### config.mk
export PLATFORM = sky130hd
export DESIGN_NAME = kld_ctrl
export DESIGN_NICKNAME = d
export VERILOG_FILES = /design/src/hdl/kld_pkg.sv /design/src/hdl/kld_ctrl.sv
export VERILOG_INCLUDE_DIRS = /design/src /design/src/hdl
export SDC_FILE = /design/constraint.sdc
export NUM_CORES = 1
export LEC_CHECK = 0
export ABC_AREA = 0
export BUFFER_PORTS_ARGS = -buffer_cell sky130_fd_sc_hd__buf_4
export CAP_MARGIN = 10
export CORE_MARGIN = 10
export CORE_UTILIZATION = 30
export CTS_CLUSTER_DIAMETER = 60
export DETAILED_ROUTE_END_ITERATION = 8
export RECOVER_POWER = 50
export SKIP_LAST_GASP = 1
export SYNTH_ARGS = -nofsm -noshare
export SYNTH_HDL_FRONTEND = slang
export SYNTH_SLANG_ARGS = --single-unit
### constraint.sdc
create_clock -name clk -period 4 [get_ports clk]
set_input_delay 0.6 -clock clk [delete_from_list [all_inputs] [get_ports clk]]
set_output_delay 0.6 -clock clk [all_outputs]
set_load 0.05 [all_outputs]
### src/hdl/kld_sample_size_calculator_unit_macros.svh
// Assertion macros for the KLD sample size calculator.
// Included by the modules that carry concurrent checks; needs clk and rst_n in scope.
`ifndef KLD_SAMPLE_SIZE_CALCULATOR_UNIT_MACROS_SVH
`define KLD_SAMPLE_SIZE_CALCULATOR_UNIT_MACROS_SVH

// same-cycle implication
`define KLD_ASSERT_NOW(lbl, ante, cons, msg) \
  lbl: assert property (@(posedge clk) disable iff (!rst_n) (ante) |-> (cons)) \
    else $error(msg);

// next-cycle implication
`define KLD_ASSERT_NEXT(lbl, ante, cons, msg) \
  lbl: assert property (@(posedge clk) disable iff (!rst_n) (ante) |=> (cons)) \
    else $error(msg);

`endif

### src/hdl/kld_pkg.sv
// Shared types and constants of the KLD sample size calculator.
// No dependencies; used by kld_ctrl, kld_dp and the top level.
`default_nettype none
package kld_pkg;

  localparam int X_BINS_DEF     = 32;
  localparam int Y_BINS_DEF     = 32;
  localparam int THETA_BINS_DEF = 16;
  localparam int TAG_BITS_DEF   = 8;

  localparam int BIN_W   = 8;
  localparam int COUNT_W = 15;
  localparam int NEED_W  = 20;
  localparam int STEP_W  = 6;

  localparam logic [COUNT_W-1:0] COUNT_MAX  = 15'h7fff;
  localparam logic [NEED_W-1:0]  NEEDED_MAX = 20'hfffff;

  localparam logic signed [17:0] PI_Q13     = 18'sd25736;
  localparam logic signed [17:0] TWO_PI_Q13 = 18'sd51472;

  localparam logic [STEP_W-1:0] MUL_LAST  = 6'd4;
  localparam logic [STEP_W-1:0] DIV_LAST  = 6'd33;
  localparam logic [STEP_W-1:0] SQRT_LAST = 6'd31;

  // configuration register indexes
  localparam logic [2:0] CFG_INV_X    = 3'd0;
  localparam logic [2:0] CFG_INV_Y    = 3'd1;
  localparam logic [2:0] CFG_INV_T    = 3'd2;
  localparam logic [2:0] CFG_Z        = 3'd3;
  localparam logic [2:0] CFG_INV_2EPS = 3'd4;
  localparam logic [2:0] CFG_MIN      = 3'd5;

  // datapath operations
  typedef logic [3:0] dp_op_t;
  localparam dp_op_t OP_NOP      = 4'd0;
  localparam dp_op_t OP_CLR      = 4'd1;
  localparam dp_op_t OP_LOAD     = 4'd2;
  localparam dp_op_t OP_START    = 4'd3;
  localparam dp_op_t OP_MUL_LOAD = 4'd4;
  localparam dp_op_t OP_MUL_STEP = 4'd5;
  localparam dp_op_t OP_MUL_USE  = 4'd6;
  localparam dp_op_t OP_RD       = 4'd7;
  localparam dp_op_t OP_CMP      = 4'd8;
  localparam dp_op_t OP_RAW0     = 4'd9;
  localparam dp_op_t OP_DIV_INIT = 4'd10;
  localparam dp_op_t OP_DIV_STEP = 4'd11;
  localparam dp_op_t OP_SQ_INIT  = 4'd12;
  localparam dp_op_t OP_SQ_STEP  = 4'd13;
  localparam dp_op_t OP_OUT      = 4'd14;

  // which product the shared multiplier forms
  typedef logic [2:0] mul_sel_t;
  localparam mul_sel_t MS_X    = 3'd0;
  localparam mul_sel_t MS_Y    = 3'd1;
  localparam mul_sel_t MS_T    = 3'd2;
  localparam mul_sel_t MS_ZS   = 3'd3;
  localparam mul_sel_t MS_SQ   = 3'd4;
  localparam mul_sel_t MS_CU   = 3'd5;
  localparam mul_sel_t MS_COEF = 3'd6;
  localparam mul_sel_t MS_FIN  = 3'd7;

  typedef struct packed {
    dp_op_t              op;
    mul_sel_t            sel;
    logic [STEP_W-1:0]   step;
  } dp_cmd_t;

  typedef struct packed {
    logic is_start;
    logic tag_full;
    logic fresh;
    logic k_gt1;
    logic clr_last;
  } dp_stat_t;

endpackage
`default_nettype wire

### src/hdl/kld_ctrl.sv
// Controller of the KLD sample size calculator: sequences the datapath.
// Depends on kld_pkg and kld_sample_size_calculator_unit_macros.svh.
`default_nettype none
`include "kld_sample_size_calculator_unit_macros.svh"
module kld_ctrl
  import kld_pkg::*;
(
  input  wire logic     clk,
  input  wire logic     rst_n,
  input  wire logic     in_tvalid,
  output logic          in_tready,
  output logic          out_tvalid,
  input  wire logic     out_tready,
  output dp_cmd_t       cmd,
  input  wire dp_stat_t stat
);

  localparam logic [3:0] S_CLEAR = 4'd0;
  localparam logic [3:0] S_IDLE  = 4'd1;
  localparam logic [3:0] S_DISP  = 4'd2;
  localparam logic [3:0] S_MLOAD = 4'd3;
  localparam logic [3:0] S_MUL   = 4'd4;
  localparam logic [3:0] S_MEND  = 4'd5;
  localparam logic [3:0] S_RD    = 4'd6;
  localparam logic [3:0] S_CMP   = 4'd7;
  localparam logic [3:0] S_BND   = 4'd8;
  localparam logic [3:0] S_DIV   = 4'd9;
  localparam logic [3:0] S_SQI   = 4'd10;
  localparam logic [3:0] S_SQRT  = 4'd11;
  localparam logic [3:0] S_DONE  = 4'd12;

  logic [3:0]        state_r, state_nxt;
  logic [STEP_W-1:0] cnt_r, cnt_nxt;
  mul_sel_t          sel_r, sel_nxt;
  logic              after_clr_r, after_clr_nxt;
  logic              out_valid_r, out_valid_nxt;

  assign in_tready  = (state_r == S_IDLE);
  assign out_tvalid = out_valid_r;

  always_comb begin
    state_nxt     = state_r;
    cnt_nxt       = cnt_r;
    sel_nxt       = sel_r;
    after_clr_nxt = after_clr_r;
    out_valid_nxt = out_valid_r && !out_tready;
    cmd.op        = OP_NOP;
    cmd.sel       = sel_r;
    cmd.step      = cnt_r;
    case (state_r)
      S_CLEAR: begin
        cmd.op = OP_CLR;
        if (stat.clr_last) begin
          state_nxt     = after_clr_r ? S_DONE : S_IDLE;
          after_clr_nxt = 1'b0;
        end
      end
      S_IDLE: begin
        if (in_tvalid) begin
          cmd.op    = OP_LOAD;
          state_nxt = S_DISP;
        end
      end
      S_DISP: begin
        if (stat.is_start) begin
          cmd.op = OP_START;
          if (stat.tag_full) begin
            after_clr_nxt = 1'b1;
            state_nxt     = S_CLEAR;
          end else begin
            state_nxt = S_DONE;
          end
        end else begin
          cmd.op    = OP_MUL_LOAD;
          cmd.sel   = MS_X;
          sel_nxt   = MS_X;
          cnt_nxt   = '0;
          state_nxt = S_MUL;
        end
      end
      S_MLOAD: begin
        cmd.op    = OP_MUL_LOAD;
        cnt_nxt   = '0;
        state_nxt = S_MUL;
      end
      S_MUL: begin
        cmd.op  = OP_MUL_STEP;
        cnt_nxt = cnt_r + 1'b1;
        if (cnt_r == MUL_LAST) begin
          state_nxt = S_MEND;
        end
      end
      S_MEND: begin
        cmd.op    = OP_MUL_USE;
        state_nxt = S_MLOAD;
        case (sel_r)
          MS_X:    sel_nxt = MS_Y;
          MS_Y:    sel_nxt = MS_T;
          MS_T:    state_nxt = S_RD;
          MS_ZS:   sel_nxt = MS_SQ;
          MS_SQ:   sel_nxt = MS_CU;
          MS_CU:   sel_nxt = MS_COEF;
          MS_COEF: sel_nxt = MS_FIN;
          default: state_nxt = S_DONE;
        endcase
      end
      S_RD: begin
        cmd.op    = OP_RD;
        state_nxt = S_CMP;
      end
      S_CMP: begin
        cmd.op    = OP_CMP;
        state_nxt = stat.fresh ? S_BND : S_DONE;
      end
      S_BND: begin
        if (stat.k_gt1) begin
          cmd.op    = OP_DIV_INIT;
          cnt_nxt   = '0;
          state_nxt = S_DIV;
        end else begin
          cmd.op    = OP_RAW0;
          state_nxt = S_DONE;
        end
      end
      S_DIV: begin
        cmd.op  = OP_DIV_STEP;
        cnt_nxt = cnt_r + 1'b1;
        if (cnt_r == DIV_LAST) begin
          state_nxt = S_SQI;
        end
      end
      S_SQI: begin
        cmd.op    = OP_SQ_INIT;
        cnt_nxt   = '0;
        state_nxt = S_SQRT;
      end
      S_SQRT: begin
        cmd.op  = OP_SQ_STEP;
        cnt_nxt = cnt_r + 1'b1;
        if (cnt_r == SQRT_LAST) begin
          sel_nxt   = MS_ZS;
          state_nxt = S_MLOAD;
        end
      end
      S_DONE: begin
        if (!out_valid_r || out_tready) begin
          cmd.op        = OP_OUT;
          out_valid_nxt = 1'b1;
          state_nxt     = S_IDLE;
        end
      end
      default: state_nxt = S_IDLE;
    endcase
  end

  always_ff @(posedge clk) begin
    if (!rst_n) begin
      state_r     <= S_CLEAR;
      cnt_r       <= '0;
      sel_r       <= MS_X;
      after_clr_r <= 1'b0;
      out_valid_r <= 1'b0;
    end else begin
      state_r     <= state_nxt;
      cnt_r       <= cnt_nxt;
      sel_r       <= sel_nxt;
      after_clr_r <= after_clr_nxt;
      out_valid_r <= out_valid_nxt;
    end
  end

  `KLD_ASSERT_NEXT(a_accept_drops_ready, in_tvalid && in_tready, !in_tready, "ready after accept")
  `KLD_ASSERT_NOW(a_result_from_done, $rose(out_valid_r), $past(state_r) == S_DONE, "stray result")
  `KLD_ASSERT_NOW(a_mul_count, state_r == S_MUL, cnt_r <= MUL_LAST, "multiplier step overrun")
  `KLD_ASSERT_NEXT(a_clear_exit, state_r == S_CLEAR && stat.clr_last,
                   state_r == S_IDLE || state_r == S_DONE, "clear pass exit")

endmodule
`default_nettype wire

* After elaboration in Yosys (flattened, before gate mapping)
Index checks and enable logic that the tools add are counted.
Storage, ports and cells: logic and storage cells 86, register bits after elaboration 15
Cells by class: equal/unequal tests 32, multiplexer cells 32, reduce and logical (&&, ||, !) cells 16, add/sub/neg operators 1
Operator list (count):
- 4-bit one-hot mux with 13 select lines | 2
- 4-bit 2-to-1 mux | 10
- 6-bit one-hot mux with 4 select lines | 1
- 4-bit equality test (second input constant) | 5
- 2-bit != test (second input constant) | 10
- 3-bit 2-to-1 mux | 6
- 3-bit one-hot mux with 6 select lines | 1
- 4-bit by 3-bit equality test with 1-bit output (second input constant) | 4
- 6-bit 2-to-1 mux | 2
- 3-bit equality test (second input constant) | 3
- 3-bit one-hot mux with 3 select lines | 1
- 4-bit by 2-bit equality test with 1-bit output (second input constant) | 2
- 4-bit one-hot mux with 2 select lines | 1
- 7-bit != test (second input constant) | 1
- 6-bit by 1-bit adder with 6-bit output (second input constant) | 1
- 3-bit by 2-bit equality test with 1-bit output (second input constant) | 2
- 6-bit by 3-bit equality test with 1-bit output (second input constant) | 1
- 6-bit by 5-bit equality test with 1-bit output (second input constant) | 1
- 6-bit equality test (second input constant) | 1
- 3-bit AND reduction | 2
- 6-bit AND reduction | 1
- 6-bit OR reduction | 1
- 1-bit 2-to-1 mux | 5
- 4-bit by 1-bit equality test with 1-bit output (second input constant) | 1
- 14 further kinds | 16

* Logic depth before layout (Yosys ltp)
depth in word-level cells 4, depth in mapped cells 7, gate-level depth less buffers 6

* Worst setup path before layout
No wires, ideal clock.
path kind register to output, start point reg state_r[0], end point out cmd[11] in the netlist's numbering, required time 3.400 ns, arrival time 2.269 ns, buffers on the path 3, path slack 1.131 ns, cell stages (with the launch flop) 7, path through dfxtp_1 buf_6 clkbuf_1 clkbuf_1 o21ai_1 a21oi_1 a311oi_1
RTL lines:
- start, declared | line kld_ctrl.sv:32 | logic [3:0] state_r, state_nxt;
- start signal, assigned | line kld_ctrl.sv:164 | state_r <= state_nxt;
- end, declared | line kld_ctrl.sv:14 | output dp_cmd_t cmd,

==> results_dict.tcl <==
set metrics [dict create \
    yosysTopAreaCellShare 0.2454 \
    gp_congestion 0.8478 \
    antenna_found_initial 0 \
    n_antenna_cell 0 \
    firstDrtPassIters 4 \
    fp.dieH_microns 83.87 \
    rr_startpoint "state_r[1]" \
    slowest_stage "dfxtp_1" \
    top_layer_used "met4" \
    max_freq_mhz 343.7 \
    grt_pass1_wl_mm 5.720 \
    crit_arrival_ps 2310 \
    crit_fanout 25 \
    synth-edff-count 0 \
    crit_type "reg2out" \
    r2r_cells 5 \
    yosys.area.top_type "dfxtp_1" \
    maxCapViolations 0 \
    cts_resized 0 \
    core_sq_mm 0.003971 \
    grt_max_degree 26 \
    ff2ff_setup_slack_ps 1480 \
    wl_per_cell_microns 14.02 \
    start_kind "flip-flop" \
    synth_area_leaders "dfxtp_1, nor2_1, a21oi_1" \
    design_area_sq_mm 0.001436 \
    synthesis.nets 185 \
    slew_headroom 0.4200 \
    critPathMaxStageDelay_ps 870 \
    holdCritStartpoint "cnt_r[1]" \
    async_flop_share 0 \
    fin_util 0.3617 \
    rsz0062_at_grt "false" \
    setup_viol 0 \
    drc 0 \
    fp.dieW_microns 83.87 \
    drive_above_1_share 0.1421 \
    synth_seq_cells 15 \
    cts_tree "yes" \
    clkTransAtPathRegs_ps 70 \
    worst-slew-pin-transition_ps 870.0 \
    fin_cells 240 \
    io_pins 24 \
    routed_wl_mm 3.364 \
    drt-met1-wl_mm 1.470 \
    netlist_area_sq_mm 0.001224 \
    path_buf_inv 1 \
    cts_buffers 3 \
    path_depth 4 \
    drt_iter0_drc 124 \
    place_area_sq_mm 0.001414 \
    wl_met3_microns 212 \
    syn_inst 173 \
    dp_hpwl_mm 2.508 \
    met2_length_mm 1.603 \
    num_rows 23 \
    grt_overflow 0 \
    clkLatencyLatePin_ps 250 \
    hold_viol_final 0 \
    critical-path-top-delay-family "simple AND/OR/NAND/NOR gates" \
    clockRootBuffer "clkbuf_8" \
    die-area_sq_mm 0.007033 \
    nNetsFinal 203 \
    clk_path_buf_depth 2 \
    area_growth_pct 17.38 \
    antenna_left 0 \
    ys_seq_area_frac 0.2454 \
    synth_most_common_cell "nor2_1" \
    placement.io_buffers 23 \
    initial_core_util 0.3081 \
    viasPerCell 5.400 \
    status "finished, final reports clean" \
    regToRegEndpoint "cnt_r[4]" \
    vdd_drop_max_uv 186.1 \
    cts_setup_buffers 0 \
    clock_sinks 15 \
    vias 1296 \
    critical_path_required_ps 3400 \
    yosys_warnings 0 \
    crit_path_end_kind "primary output" \
    p_leak_nw 0.5425 \
    dominantRegCellSynth "dfxtp_1" \
    syn_area_per_cell_sq_um 7.073 \
    power.total_w 0.0009268 \
    min_period_over_period 0.7274 \
    place_inst 236 \
    grt_pass1_vias 1227 \
    finalMaxSlewViolations 0 \
    synth.distinct_cells 52 \
    cts.htree.levels 1 \
    gr-usage-all-layers 0.09360 \
    cts_hold_buf 0 \
    tns_ps 0 \
    min_path_cells 2 \
    power_density_mw_per_mm2 645.3 \
    crit_chain "nand2_1, or4_1, and2_1, buf_4" \
    hold_path_end "cnt_r[1]" \
    synthTopCellsByCount "nor2_1, nand2_1, dfxtp_1, a21oi_1, nand3_1" \
    hp-class "reg2reg" \
    period_needed_ps 2910 \
    skew_ps 2.274 \
]
## sequential cells by signal, indices dropped and copies added, names as in the netlist
name and flops:
after_clr_r 1, sel_r 3, cnt_r 6, state_r 4, out_tvalid 1
## cells by family (layout without fill, tap and decap cells)
logic type      count (synthesis)  in the layout  share of synthesized area
fa+ha+maj                       3              3                    0.03068
xor+xnor                        7              7                    0.05010
mux                             2              2                    0.01636
simple gates                   81             81                     0.3313
buf+inv                        19             36                    0.06749
compound gates                 46             46                     0.2587
flops                          15             15                     0.2454
## worst min-delay path, stage by stage (launching register included)
cell and delay [ps]:
dfxtp_1 340, nand2_1 70, a21oi_1 50
## layout by cell type (no fill, tap or decap), types with 6 or more instances in the layout
cell      instances
a21oi_1          13
buf_4            17
clkbuf_1          7
dfxtp_1          15
inv_1             6
nand2_1          17
nand3_1          11
nor2_1           22
nor3_1            7
o21ai_0           6
## how the worst max path moves through the flow
stage               startpoint  endpoint  slack [ps]
floorplan           state_r[0]   cmd[11]        1130
global placement    state_r[1]    cmd[8]        1450
detailed placement  state_r[1]    cmd[8]        1400
CTS                 state_r[1]    cmd[8]        1120
global route        state_r[1]    cmd[6]         920
finish              state_r[1]    cmd[8]        1090
## through the flow
step / worst slack, ps / hold slack [ps]
2_1_floorplan: 1131 / 496.9
3_3_place_gp: 1449 / 504.2
3_5_place_dp: 1401 / 510.0
4_1_cts: 1122 / 519.3
5_1_grt: 916.7 / 553.1
6_report: 1090 / 509.4
## area by class of cell
| cell class | count | area, sq um |
|---|---|---|
| clock buffer | 3 | 41.29 |
| clock inverter | 1 | 7.507 |
| fill | 431 | 2535 |
| inverter | 8 | 30.03 |
| multi-input combinational | 139 | 840.8 |
| sequential | 15 | 300.3 |
| tap | 50 | 62.56 |
| timing repair buffer | 24 | 153.9 |
## where the power goes
group / total [W] / internal [W] / leakage, nW / switching (W)
Sequential: 0.000266 / 0.000173 / 0.121 / 0.0000935
Combinational: 0.000531 / 0.000191 / 0.399 / 0.000340
Clock: 0.000130 / 0.0000701 / 0.0217 / 0.0000595
## metal layers
| metal | global-route usage | vias to the layer above |
|---|---|---|
| li1 | - | 656 |
| met1 | 0.1145 | 588 |
| met2 | 0.1540 | 45 |
| met3 | 0.01758 | 7 |
| met4 | 0.04110 | 0 |
| met5 | 0 | - |
(Power assumes the default switching activity.)
